`src/sv/mtd_pkg.sv`:
```
// Shared types and constants for the MIDI text dump note parser.
// No dependencies.
package mtd_pkg;

	// Quotient bits produced by the restoring divider (bit 16 down to bit 0).
	localparam int DIV_STEPS = 17;

	// Commands from the controller to the arithmetic datapath.
	typedef struct packed {
		logic load;
		logic mul_step;
		logic div_step;
		logic out_load;
	} mtd_cmd_t;

	// Status from the character scanner to the controller.
	typedef struct packed {
		logic emit;
		logic note;
	} mtd_scan_stat_t;

endpackage

```
`src/sv/mtd_scan.sv`:
```
// Character scanner: keyword matchers, field mode and decimal accumulators.
// Depends on mtd_pkg.
module mtd_scan #(
	parameter int NUMBER_WIDTH = 32
) (
	input  logic                         clk,
	input  logic                         arst_n,
	input  logic                         accept,
	input  logic [7:0]                   text_char,
	output mtd_pkg::mtd_scan_stat_t      stat,
	output logic [NUMBER_WIDTH-2:0]      ticks,
	output logic [NUMBER_WIDTH-2:0]      tempo,
	output logic [NUMBER_WIDTH-2:0]      delta,
	output logic [7:0]                   ch_sat,
	output logic [7:0]                   tone_sat,
	output logic [7:0]                   vel_sat
);
	import mtd_pkg::*;

	localparam int AW = NUMBER_WIDTH - 1;

	localparam logic [2:0] MODE_IDLE  = 3'd0;
	localparam logic [2:0] MODE_DIV   = 3'd1;
	localparam logic [2:0] MODE_TEMPO = 3'd2;
	localparam logic [2:0] MODE_DELTA = 3'd3;
	localparam logic [2:0] MODE_CH    = 3'd4;
	localparam logic [2:0] MODE_TONE  = 3'd5;
	localparam logic [2:0] MODE_VEL   = 3'd6;

	localparam logic [7:0] CHAR_ZERO = 8'h30;
	localparam logic [7:0] CHAR_NINE = 8'h39;

	function automatic logic [1:0] div_match(logic [1:0] n, logic [7:0] c);
		logic [7:0] k;
		case (n)
			2'd0:    k = 8'h44; // D
			2'd1:    k = 8'h49; // I
			2'd2:    k = 8'h56; // V
			default: k = 8'h44;
		endcase
		return (c == k) ? ((n == 2'd3) ? 2'd1 : n + 2'd1) : 2'd0;
	endfunction

	function automatic logic [2:0] tempo_match(logic [2:0] n, logic [7:0] c);
		logic [7:0] k;
		logic [2:0] m;
		m = (n >= 3'd4) ? 3'd0 : n;
		case (m)
			3'd0:    k = 8'h54; // T
			3'd1:    k = 8'h65; // e
			3'd2:    k = 8'h6D; // m
			3'd3:    k = 8'h70; // p
			default: k = 8'h54;
		endcase
		return (c == k) ? m + 3'd1 : 3'd0;
	endfunction

	function automatic logic [2:0] delta_match(logic [2:0] n, logic [7:0] c);
		logic [7:0] k;
		logic [2:0] m;
		m = (n >= 3'd5) ? 3'd0 : n;
		case (m)
			3'd0:    k = 8'h44; // D
			3'd1:    k = 8'h45; // E
			3'd2:    k = 8'h4C; // L
			3'd3:    k = 8'h54; // T
			3'd4:    k = 8'h41; // A
			default: k = 8'h44;
		endcase
		return (c == k) ? m + 3'd1 : 3'd0;
	endfunction

	logic [1:0]    div_cnt_q, div_cnt_d, div_n;
	logic [2:0]    tempo_cnt_q, tempo_cnt_d, tempo_n;
	logic [2:0]    delta_cnt_q, delta_cnt_d, delta_n;
	logic [2:0]    mode_q, mode_d;
	logic [AW-1:0] ticks_q, tempo_q, delta_q, ch_q, tone_q, vel_q;
	logic [AW-1:0] ticks_d, tempo_d, delta_d, ch_d, tone_d, vel_d;
	logic [AW-1:0] acc_sel, acc_next;
	logic [AW+3:0] acc_x10;
	logic          is_digit;
	logic [3:0]    digit;
	logic [7:0]    char_off;

	assign is_digit = (text_char >= CHAR_ZERO) && (text_char <= CHAR_NINE);
	assign char_off = text_char - CHAR_ZERO;
	assign digit    = char_off[3:0];

	always_comb begin
		case (mode_q)
			MODE_DIV:   acc_sel = ticks_q;
			MODE_TEMPO: acc_sel = tempo_q;
			MODE_DELTA: acc_sel = delta_q;
			MODE_CH:    acc_sel = ch_q;
			MODE_TONE:  acc_sel = tone_q;
			default:    acc_sel = vel_q;
		endcase
	end

	// v*10 + d, saturating at the largest positive value
	assign acc_x10  = ({4'd0, acc_sel} << 3) + ({4'd0, acc_sel} << 1) + {{AW{1'b0}}, digit};
	assign acc_next = (|acc_x10[AW+3:AW]) ? {AW{1'b1}} : acc_x10[AW-1:0];

	assign div_n   = div_match(div_cnt_q, text_char);
	assign tempo_n = tempo_match(tempo_cnt_q, text_char);
	assign delta_n = delta_match(delta_cnt_q, text_char);

	always_comb begin
		div_cnt_d   = div_cnt_q;
		tempo_cnt_d = tempo_cnt_q;
		delta_cnt_d = delta_cnt_q;
		mode_d      = mode_q;
		ticks_d     = ticks_q;
		tempo_d     = tempo_q;
		delta_d     = delta_q;
		ch_d        = ch_q;
		tone_d      = tone_q;
		vel_d       = vel_q;
		stat.emit   = 1'b0;
		stat.note   = (mode_q == MODE_VEL);
		case (mode_q)
			MODE_DIV, MODE_TEMPO, MODE_DELTA, MODE_CH, MODE_TONE, MODE_VEL: begin
				if (is_digit) begin
					case (mode_q)
						MODE_DIV:   ticks_d = acc_next;
						MODE_TEMPO: tempo_d = acc_next;
						MODE_DELTA: delta_d = acc_next;
						MODE_CH:    ch_d    = acc_next;
						MODE_TONE:  tone_d  = acc_next;
						default:    vel_d   = acc_next;
					endcase
				end else begin
					case (mode_q)
						MODE_DELTA: begin
							ch_d   = '0;
							mode_d = MODE_CH;
						end
						MODE_CH: begin
							if (ch_q != '0) begin
								tone_d = '0;
								mode_d = MODE_TONE;
							end else begin
								mode_d = MODE_IDLE;
								if (delta_q != '0) begin
									tone_d    = '0;
									vel_d     = '0;
									stat.emit = 1'b1;
								end
							end
						end
						MODE_TONE: begin
							vel_d  = '0;
							mode_d = MODE_VEL;
						end
						MODE_VEL: begin
							mode_d    = MODE_IDLE;
							stat.emit = 1'b1;
						end
						default: mode_d = MODE_IDLE;
					endcase
				end
			end
			default: begin
				mode_d      = MODE_IDLE;
				div_cnt_d   = div_n;
				tempo_cnt_d = tempo_n;
				delta_cnt_d = delta_n;
				if (div_n == 2'd3) begin
					div_cnt_d = 2'd0;
					ticks_d   = '0;
					mode_d    = MODE_DIV;
				end else if (tempo_n == 3'd4) begin
					tempo_cnt_d = 3'd0;
					tempo_d     = '0;
					mode_d      = MODE_TEMPO;
				end else if (delta_n == 3'd5) begin
					delta_cnt_d = 3'd0;
					delta_d     = '0;
					mode_d      = MODE_DELTA;
				end
			end
		endcase
	end

	always_ff @(posedge clk or negedge arst_n) begin
		if (!arst_n) begin
			div_cnt_q   <= '0;
			tempo_cnt_q <= '0;
			delta_cnt_q <= '0;
			mode_q      <= MODE_IDLE;
			ticks_q     <= '0;
			tempo_q     <= '0;
			delta_q     <= '0;
			ch_q        <= '0;
			tone_q      <= '0;
			vel_q       <= '0;
		end else if (accept) begin
			div_cnt_q   <= div_cnt_d;
			tempo_cnt_q <= tempo_cnt_d;
			delta_cnt_q <= delta_cnt_d;
			mode_q      <= mode_d;
			ticks_q     <= ticks_d;
			tempo_q     <= tempo_d;
			delta_q     <= delta_d;
			ch_q        <= ch_d;
			tone_q      <= tone_d;
			vel_q       <= vel_d;
		end
	end

	assign ticks    = ticks_q;
	assign tempo    = tempo_q;
	assign delta    = delta_q;
	assign ch_sat   = (|ch_q[AW-1:8])   ? 8'hFF : ch_q[7:0];
	assign tone_sat = (|tone_q[AW-1:8]) ? 8'hFF : tone_q[7:0];
	assign vel_sat  = (|vel_q[AW-1:8])  ? 8'hFF : vel_q[7:0];

endmodule

```
`src/sv/mtd_arith.sv`:
```
// Arithmetic datapath: shift-add multiplier, restoring divider, result register.
// Depends on mtd_pkg; sequenced by mtd_ctrl.
module mtd_arith #(
	parameter int NUMBER_WIDTH = 32
) (
	input  logic                    clk,
	input  mtd_pkg::mtd_cmd_t       cmd,
	input  logic                    note,
	input  logic [NUMBER_WIDTH-2:0] ticks,
	input  logic [NUMBER_WIDTH-2:0] tempo,
	input  logic [NUMBER_WIDTH-2:0] delta,
	input  logic [7:0]              ch_sat,
	input  logic [7:0]              tone_sat,
	input  logic [7:0]              vel_sat,
	output logic [15:0]             delta_ms,
	output logic [7:0]              channel,
	output logic [7:0]              tone,
	output logic [7:0]              velocity
);
	import mtd_pkg::*;

	localparam int AW = NUMBER_WIDTH - 1;
	localparam int PW = 2 * AW;
	localparam int NW = AW + 10;
	localparam int DW = NW + DIV_STEPS - 1;
	localparam int XW = (PW > DW) ? PW : DW;

	logic [PW-1:0]        prod_q;
	logic [AW-1:0]        mcand_q;
	logic [DW-1:0]        dsh_q;
	logic [DIV_STEPS-1:0] quo_q;
	logic [7:0]           ch_q, tone_q, vel_q;
	logic [15:0]          dms_q;
	logic [7:0]           ch_out_q, tone_out_q, vel_out_q;

	logic [NW-1:0]        den;
	logic [AW:0]          mul_sum;
	logic [XW-1:0]        rem_x, dsh_x, diff_x;
	logic                 ge;

	// ticks * 1000 = ticks*1024 - ticks*32 + ticks*8
	assign den = ({10'd0, ticks} << 10) - ({10'd0, ticks} << 5) + ({10'd0, ticks} << 3);

	assign mul_sum = {1'b0, prod_q[PW-1:AW]} + (prod_q[0] ? {1'b0, mcand_q} : {(AW+1){1'b0}});

	assign rem_x  = XW'(prod_q);
	assign dsh_x  = XW'(dsh_q);
	assign ge     = (rem_x >= dsh_x);
	assign diff_x = rem_x - dsh_x;

	always_ff @(posedge clk) begin
		if (cmd.load) begin
			prod_q  <= {{AW{1'b0}}, tempo};
			mcand_q <= delta;
			dsh_q   <= {den, {(DIV_STEPS-1){1'b0}}};
			quo_q   <= '0;
			ch_q    <= note ? ch_sat : 8'd0;
			tone_q  <= note ? tone_sat : 8'd0;
			vel_q   <= note ? vel_sat : 8'd0;
		end else if (cmd.mul_step) begin
			prod_q <= {mul_sum, prod_q[AW-1:1]};
		end else if (cmd.div_step) begin
			if (ge)
				prod_q <= diff_x[PW-1:0];
			dsh_q <= dsh_q >> 1;
			quo_q <= {quo_q[DIV_STEPS-2:0], ge};
		end
		if (cmd.out_load) begin
			dms_q      <= (|quo_q[DIV_STEPS-1:16]) ? 16'hFFFF : quo_q[15:0];
			ch_out_q   <= ch_q;
			tone_out_q <= tone_q;
			vel_out_q  <= vel_q;
		end
	end

	assign delta_ms = dms_q;
	assign channel  = ch_out_q;
	assign tone     = tone_out_q;
	assign velocity = vel_out_q;

endmodule

```
`src/sv/mtd_ctrl.sv`:
```
// Controller: input/output handshakes and multiply/divide sequencing.
// Depends on mtd_pkg; drives mtd_arith.
module mtd_ctrl #(
	parameter int NUMBER_WIDTH = 32
) (
	input  logic                    clk,
	input  logic                    arst_n,
	input  logic                    in_valid,
	output logic                    in_stall,
	output logic                    out_valid,
	input  logic                    out_stall,
	input  mtd_pkg::mtd_scan_stat_t stat,
	output logic                    accept,
	output mtd_pkg::mtd_cmd_t       cmd
);
	import mtd_pkg::*;

	localparam int CW = $clog2(NUMBER_WIDTH + DIV_STEPS);

	localparam logic [1:0] ST_RUN  = 2'd0;
	localparam logic [1:0] ST_MUL  = 2'd1;
	localparam logic [1:0] ST_DIV  = 2'd2;
	localparam logic [1:0] ST_HOLD = 2'd3;

	localparam logic [CW-1:0] MUL_LAST = CW'(NUMBER_WIDTH - 2);
	localparam logic [CW-1:0] DIV_LAST = CW'(DIV_STEPS - 1);

	logic [1:0]    state_q, state_d;
	logic [CW-1:0] cnt_q, cnt_d;
	logic          out_valid_q, out_valid_d;
	logic          out_free;

	assign in_stall = (state_q != ST_RUN);
	assign accept   = in_valid && !in_stall;
	assign out_free = !out_valid_q || !out_stall;

	always_comb begin
		state_d      = state_q;
		cnt_d        = cnt_q;
		cmd          = '0;
		out_valid_d  = out_valid_q && out_stall;
		case (state_q)
			ST_RUN: begin
				if (accept && stat.emit) begin
					cmd.load = 1'b1;
					cnt_d    = '0;
					state_d  = ST_MUL;
				end
			end
			ST_MUL: begin
				cmd.mul_step = 1'b1;
				if (cnt_q == MUL_LAST) begin
					cnt_d   = '0;
					state_d = ST_DIV;
				end else begin
					cnt_d = cnt_q + 1'b1;
				end
			end
			ST_DIV: begin
				cmd.div_step = 1'b1;
				if (cnt_q == DIV_LAST)
					state_d = ST_HOLD;
				else
					cnt_d = cnt_q + 1'b1;
			end
			ST_HOLD: begin
				if (out_free) begin
					cmd.out_load = 1'b1;
					out_valid_d  = 1'b1;
					state_d      = ST_RUN;
				end
			end
			default: state_d = ST_RUN;
		endcase
	end

	always_ff @(posedge clk or negedge arst_n) begin
		if (!arst_n) begin
			state_q     <= ST_RUN;
			cnt_q       <= '0;
			out_valid_q <= 1'b0;
		end else begin
			state_q     <= state_d;
			cnt_q       <= cnt_d;
			out_valid_q <= out_valid_d;
		end
	end

	assign out_valid = out_valid_q;

	a_cmd_onehot: assert property (@(posedge clk) disable iff (!arst_n) $onehot0(cmd))
		else $error("more than one datapath command");

	a_no_overwrite: assert property (@(posedge clk) disable iff (!arst_n)
		cmd.out_load |-> !(out_valid_q && out_stall))
		else $error("pending item overwritten");

	a_load_to_mul: assert property (@(posedge clk) disable iff (!arst_n)
		cmd.load |=> (state_q == ST_MUL) && (cnt_q == '0))
		else $error("multiply did not start after load");

	a_div_done: assert property (@(posedge clk) disable iff (!arst_n)
		(state_q == ST_DIV) && (cnt_q == DIV_LAST) |=> (state_q == ST_HOLD))
		else $error("divider did not finish");

endmodule

```
`src/sv/midi_text_dump_note_parser.sv`:
```
// Top level of the MIDI text dump note parser.
// Depends on mtd_pkg, mtd_scan, mtd_arith and mtd_ctrl.
//
// Takes one character per cycle while in_stall is low. A character that
// completes a note or delta entry holds in_stall high while the item runs
// through the one-bit-per-cycle shift-add multiplier for delta*tempo, the
// restoring divider by division*1000 and the output register load, where it
// waits while out_stall holds a previous item. Other characters are taken
// one per cycle, also while an item waits at the output.
module midi_text_dump_note_parser #(
	parameter int NUMBER_WIDTH = 32
) (
	input  logic        clk,
	input  logic        arst_n,
	input  logic        in_valid,
	output logic        in_stall,
	input  logic [7:0]  text_char,
	output logic        out_valid,
	input  logic        out_stall,
	output logic [15:0] delta_ms,
	output logic [7:0]  channel,
	output logic [7:0]  tone,
	output logic [7:0]  velocity
);
	import mtd_pkg::*;

	mtd_scan_stat_t          stat;
	mtd_cmd_t                cmd;
	logic                    accept;
	logic [NUMBER_WIDTH-2:0] ticks, tempo, delta;
	logic [7:0]              ch_sat, tone_sat, vel_sat;

	mtd_scan #(.NUMBER_WIDTH(NUMBER_WIDTH)) u_scan (
		.clk       (clk),
		.arst_n    (arst_n),
		.accept    (accept),
		.text_char (text_char),
		.stat      (stat),
		.ticks     (ticks),
		.tempo     (tempo),
		.delta     (delta),
		.ch_sat    (ch_sat),
		.tone_sat  (tone_sat),
		.vel_sat   (vel_sat)
	);

	mtd_arith #(.NUMBER_WIDTH(NUMBER_WIDTH)) u_arith (
		.clk      (clk),
		.cmd      (cmd),
		.note     (stat.note),
		.ticks    (ticks),
		.tempo    (tempo),
		.delta    (delta),
		.ch_sat   (ch_sat),
		.tone_sat (tone_sat),
		.vel_sat  (vel_sat),
		.delta_ms (delta_ms),
		.channel  (channel),
		.tone     (tone),
		.velocity (velocity)
	);

	mtd_ctrl #(.NUMBER_WIDTH(NUMBER_WIDTH)) u_ctrl (
		.clk       (clk),
		.arst_n    (arst_n),
		.in_valid  (in_valid),
		.in_stall  (in_stall),
		.out_valid (out_valid),
		.out_stall (out_stall),
		.stat      (stat),
		.accept    (accept),
		.cmd       (cmd)
	);

endmodule

```
`config.mk`:
```
export PLATFORM = sky130hd
export DESIGN_NAME = midi_text_dump_note_parser
export DESIGN_NICKNAME = d
export VERILOG_FILES = /design/src/sv/mtd_pkg.sv /design/src/sv/mtd_scan.sv /design/src/sv/mtd_arith.sv /design/src/sv/mtd_ctrl.sv /design/src/sv/midi_text_dump_note_parser.sv
export SDC_FILE = /design/constraint.sdc
export NUM_CORES = 1
export LEC_CHECK = 0
export ABC_AREA = 1
export BUFFER_PORTS_ARGS = -buffer_cell sky130_fd_sc_hd__buf_2
export CAP_MARGIN = 40
export CORE_ASPECT_RATIO = 1.1
export CORE_MARGIN = 2
export CORE_UTILIZATION = 25
export DETAILED_ROUTE_END_ITERATION = 8
export PLACE_DENSITY_LB_ADDON = 0.25
export SYNTH_ARGS = -nofsm -noshare
export SYNTH_HDL_FRONTEND = slang
export SYNTH_HIERARCHICAL = 1
export SYNTH_SLANG_ARGS = --single-unit
```
`constraint.sdc`:
```
create_clock -name clk -period 16.3 [get_ports clk]
set_clock_uncertainty 0.15 [all_clocks]
set_input_delay 1.63 -clock clk [delete_from_list [all_inputs] [get_ports clk]]
set_output_delay 1.63 -clock clk [all_outputs]
set_load 0.02 [all_outputs]
```
==> metrics.txt <==
n_diodes=0; Mapped Area=33500 um^2; Fin Setup TNS=0 ns; clk root buf=clkbuf_16; startpoint class of the critical path=register; final wirelength=128 mm; GPL Wtd Cong=0.958; CP bufs+invs=6; cell area after layout=37800 um^2; cell count after synthesis=4977; Via density=4.64; final hold viol count=0; CP max stage cell=fa_1; vias in the first global route=30596; Hold Path Stages=0; CTS Buf Count=53; DR pass1 iterations=6; CP endpoint kind=register; share of Yosys cell area claimed by the top area cell type=18.6%; dpl hpwl=102 mm; CTS Buffer Depth=3; Port Buffer Count=53; Hold Path Class=register to register; post-detailed-route wirelength per cell=18.8 um; GR Overflow Total=0; vias=31641; initial antenna violation count=1; worst hold start=u_arith/tone_q[4]; crit path launch=u_scan/mode_q[2]; final hold slack=0.267 ns; R2R depth=28; fmax=172 MHz; Initial Utilization=25.3%; drt drc=0; Core ar.=133000 um^2; largest net degree at the start of global routing=113; period utilization=35.6%; largest family of logic cells by synthesized area=simple AND/OR/NAND/NOR gates; R2R Setup Slk=10.49 ns; Synth top cells by count=nand2_1 (1658), inv_1 (844), nor2_1 (414), nand3_1 (272), ha_1 (213); Compound-Gate Fraction of Synth Area=11.7%; Worst Path Required=16.71 ns; Simple-Gate Fraction of Synth Area=31.4%; Layout area overhead=12.8%; drt first-iter violations=2508; Adder-Cell Fraction of Synth Area=9.61%; area post-placement=36000 um^2; share of the yosys chip area belonging to registers=34.1%; top area cells in the synthesized netlist=nand2_1 (19%), dfrtp_1 (15%), edfxtp_1 (15%), inv_1 (9.4%), ha_1 (7.9%); Worst Path Max Fanout=27; Post-CTS Resized=0; crit-path leading delay family=simple AND/OR/NAND/NOR gates; fin nets=5261; CTS clk-pin slew, worst paths=0.07 ns; min cycle time layout=5.81 ns; Post-Synth XOR/XNOR Area=1.64%; die area=137000 um^2; Worst-Margin Slew=0.866 ns; CP max stage delay=0.56 ns; Die X=353 um; later-pin clock latency in the skew report=0.68 ns; ys async rst share=47.1%; arrival time worst endpoint=6.22 ns; row count=140; GRT Total Usage=18.3%; layout cell share with drive strength beyond 1=5.74%; status=completed; FF-to-FF Start=u_scan/mode_q[2]; most frequent CP cell=nand2_1; hold_buf cts=0; Setup Crit Path Kind=register to register; dominant synthesized flop cell=dfrtp_1; number of H-tree levels=2; CTS tree=done; Max transition margin=42.1%; # clock sinks=437; worst hold path endpoint=u_arith/tone[4]; final setup vio count=0; I/O pin cnt=54; final slew viol count=0; synth warn=6; FF-to-FF End=u_scan/delta[0]; most instantiated library cell after synthesis=nand2_1; die extent in y=388 um; number of synthesized flops with an enable pin=167; RSZ-0062 raised after global routing=false; first-pass GRT wire length=193 mm; Mapped Nets=5230; setup bufs post-CTS=0; max cap viols=0; Netlist cell types=64; mux cell area share after synthesis=0%; FF+latch count, synth=437; area leader, netlist=nand2_1; Syn Area/Cell=6.74 um^2; remaining antenna violation count=0
-- cell type report --
class	instances	area, um^2
Fill cell	14960	94900
Multi-Input combinational cell	3534	18300
Sequential cell	437	11500
Inverter	886	3330
Tap cell	1775	2220
Clock buffer	62	1380
Timing Repair Buffer	96	661
Clock inverter	36	492
-- through the flow --
| stage | std cells | util, % | worst slack (ns) |
|---|---|---|---|
| floorplan | 4977 | - | 9.85 |
| global placement | 6722 | 27.0 | 10.52 |
| detailed placement | 6728 | 27.1 | 10.51 |
| CTS | 6826 | 28.5 | 10.49 |
| global route | 6826 | 28.5 | 10.08 |
| finish | 6826 | 28.5 | 10.49 |
-- logic make-up after synthesis --
| kind of cell | after synthesis |
|---|---|
| buffers and inverters | 1006 |
| xor gates and xnor gates | 63 |
| DFF | 437 |
| AOI/OAI and AO/OA | 687 |
| and+or+nand+nor | 2542 |
| adders and majority gates | 241 |
| other | 1 |
-- per-layer routing --
layer  global-route usage (%)  wire length (um)
met1                     24.5             58500
met2                     30.7             59400
met3                     2.09              6150
met4                     6.00              4410
met5                        0                12
-- registers in the layout, indices dropped and copies added, names as in the netlist, 16 cells and up --
register and flops:
u_arith/prod_q 62, u_arith/dsh_q 57, u_arith/mcand_q 31, u_scan/ch_q 31, u_scan/delta 31, u_scan/tempo 31, u_scan/ticks 31, u_scan/tone_q 31
u_scan/vel_q 31, u_arith/quo_q 17, u_arith/delta_ms 16
-- worst max-delay path by stage --
stage / endpoint / depth (start not counted)
5_1_grt: u_scan/delta[0] / 28
3_3_place_gp: u_arith/dsh_q[20] / 18
2_1_floorplan: u_arith/dsh_q[16] / 10
6_report: u_scan/delta[0] / 28
3_5_place_dp: u_scan/delta[0] / 28
4_1_cts: u_scan/delta[0] / 28
-- cells in the final DEF (no fill, tap or decap), types with 14 or more instances in the layout --
master,n
dfxtp_1,64
o21ai_0,156
nand4_1,54
xnor2_1,48
edfxtp_1,167
ha_1,212
xor2_1,15
inv_1,842
buf_2,54
o211ai_1,34
nand2_1,1656
nor3_1,44
o21bai_1,15
o21ai_1,133
a21oi_1,200
nand3_1,271
a31oi_1,14
nand3b_1,14
inv_2,39
nor2_1,413
clkbuf_16,53
dfrtp_1,206
buf_4,36
o22ai_1,52
a221oi_1,29
nor4_1,25
fa_1,28
Power is not shown: default switching activity piles up to over one toggle a cycle in this logic, so the estimate is an artifact.
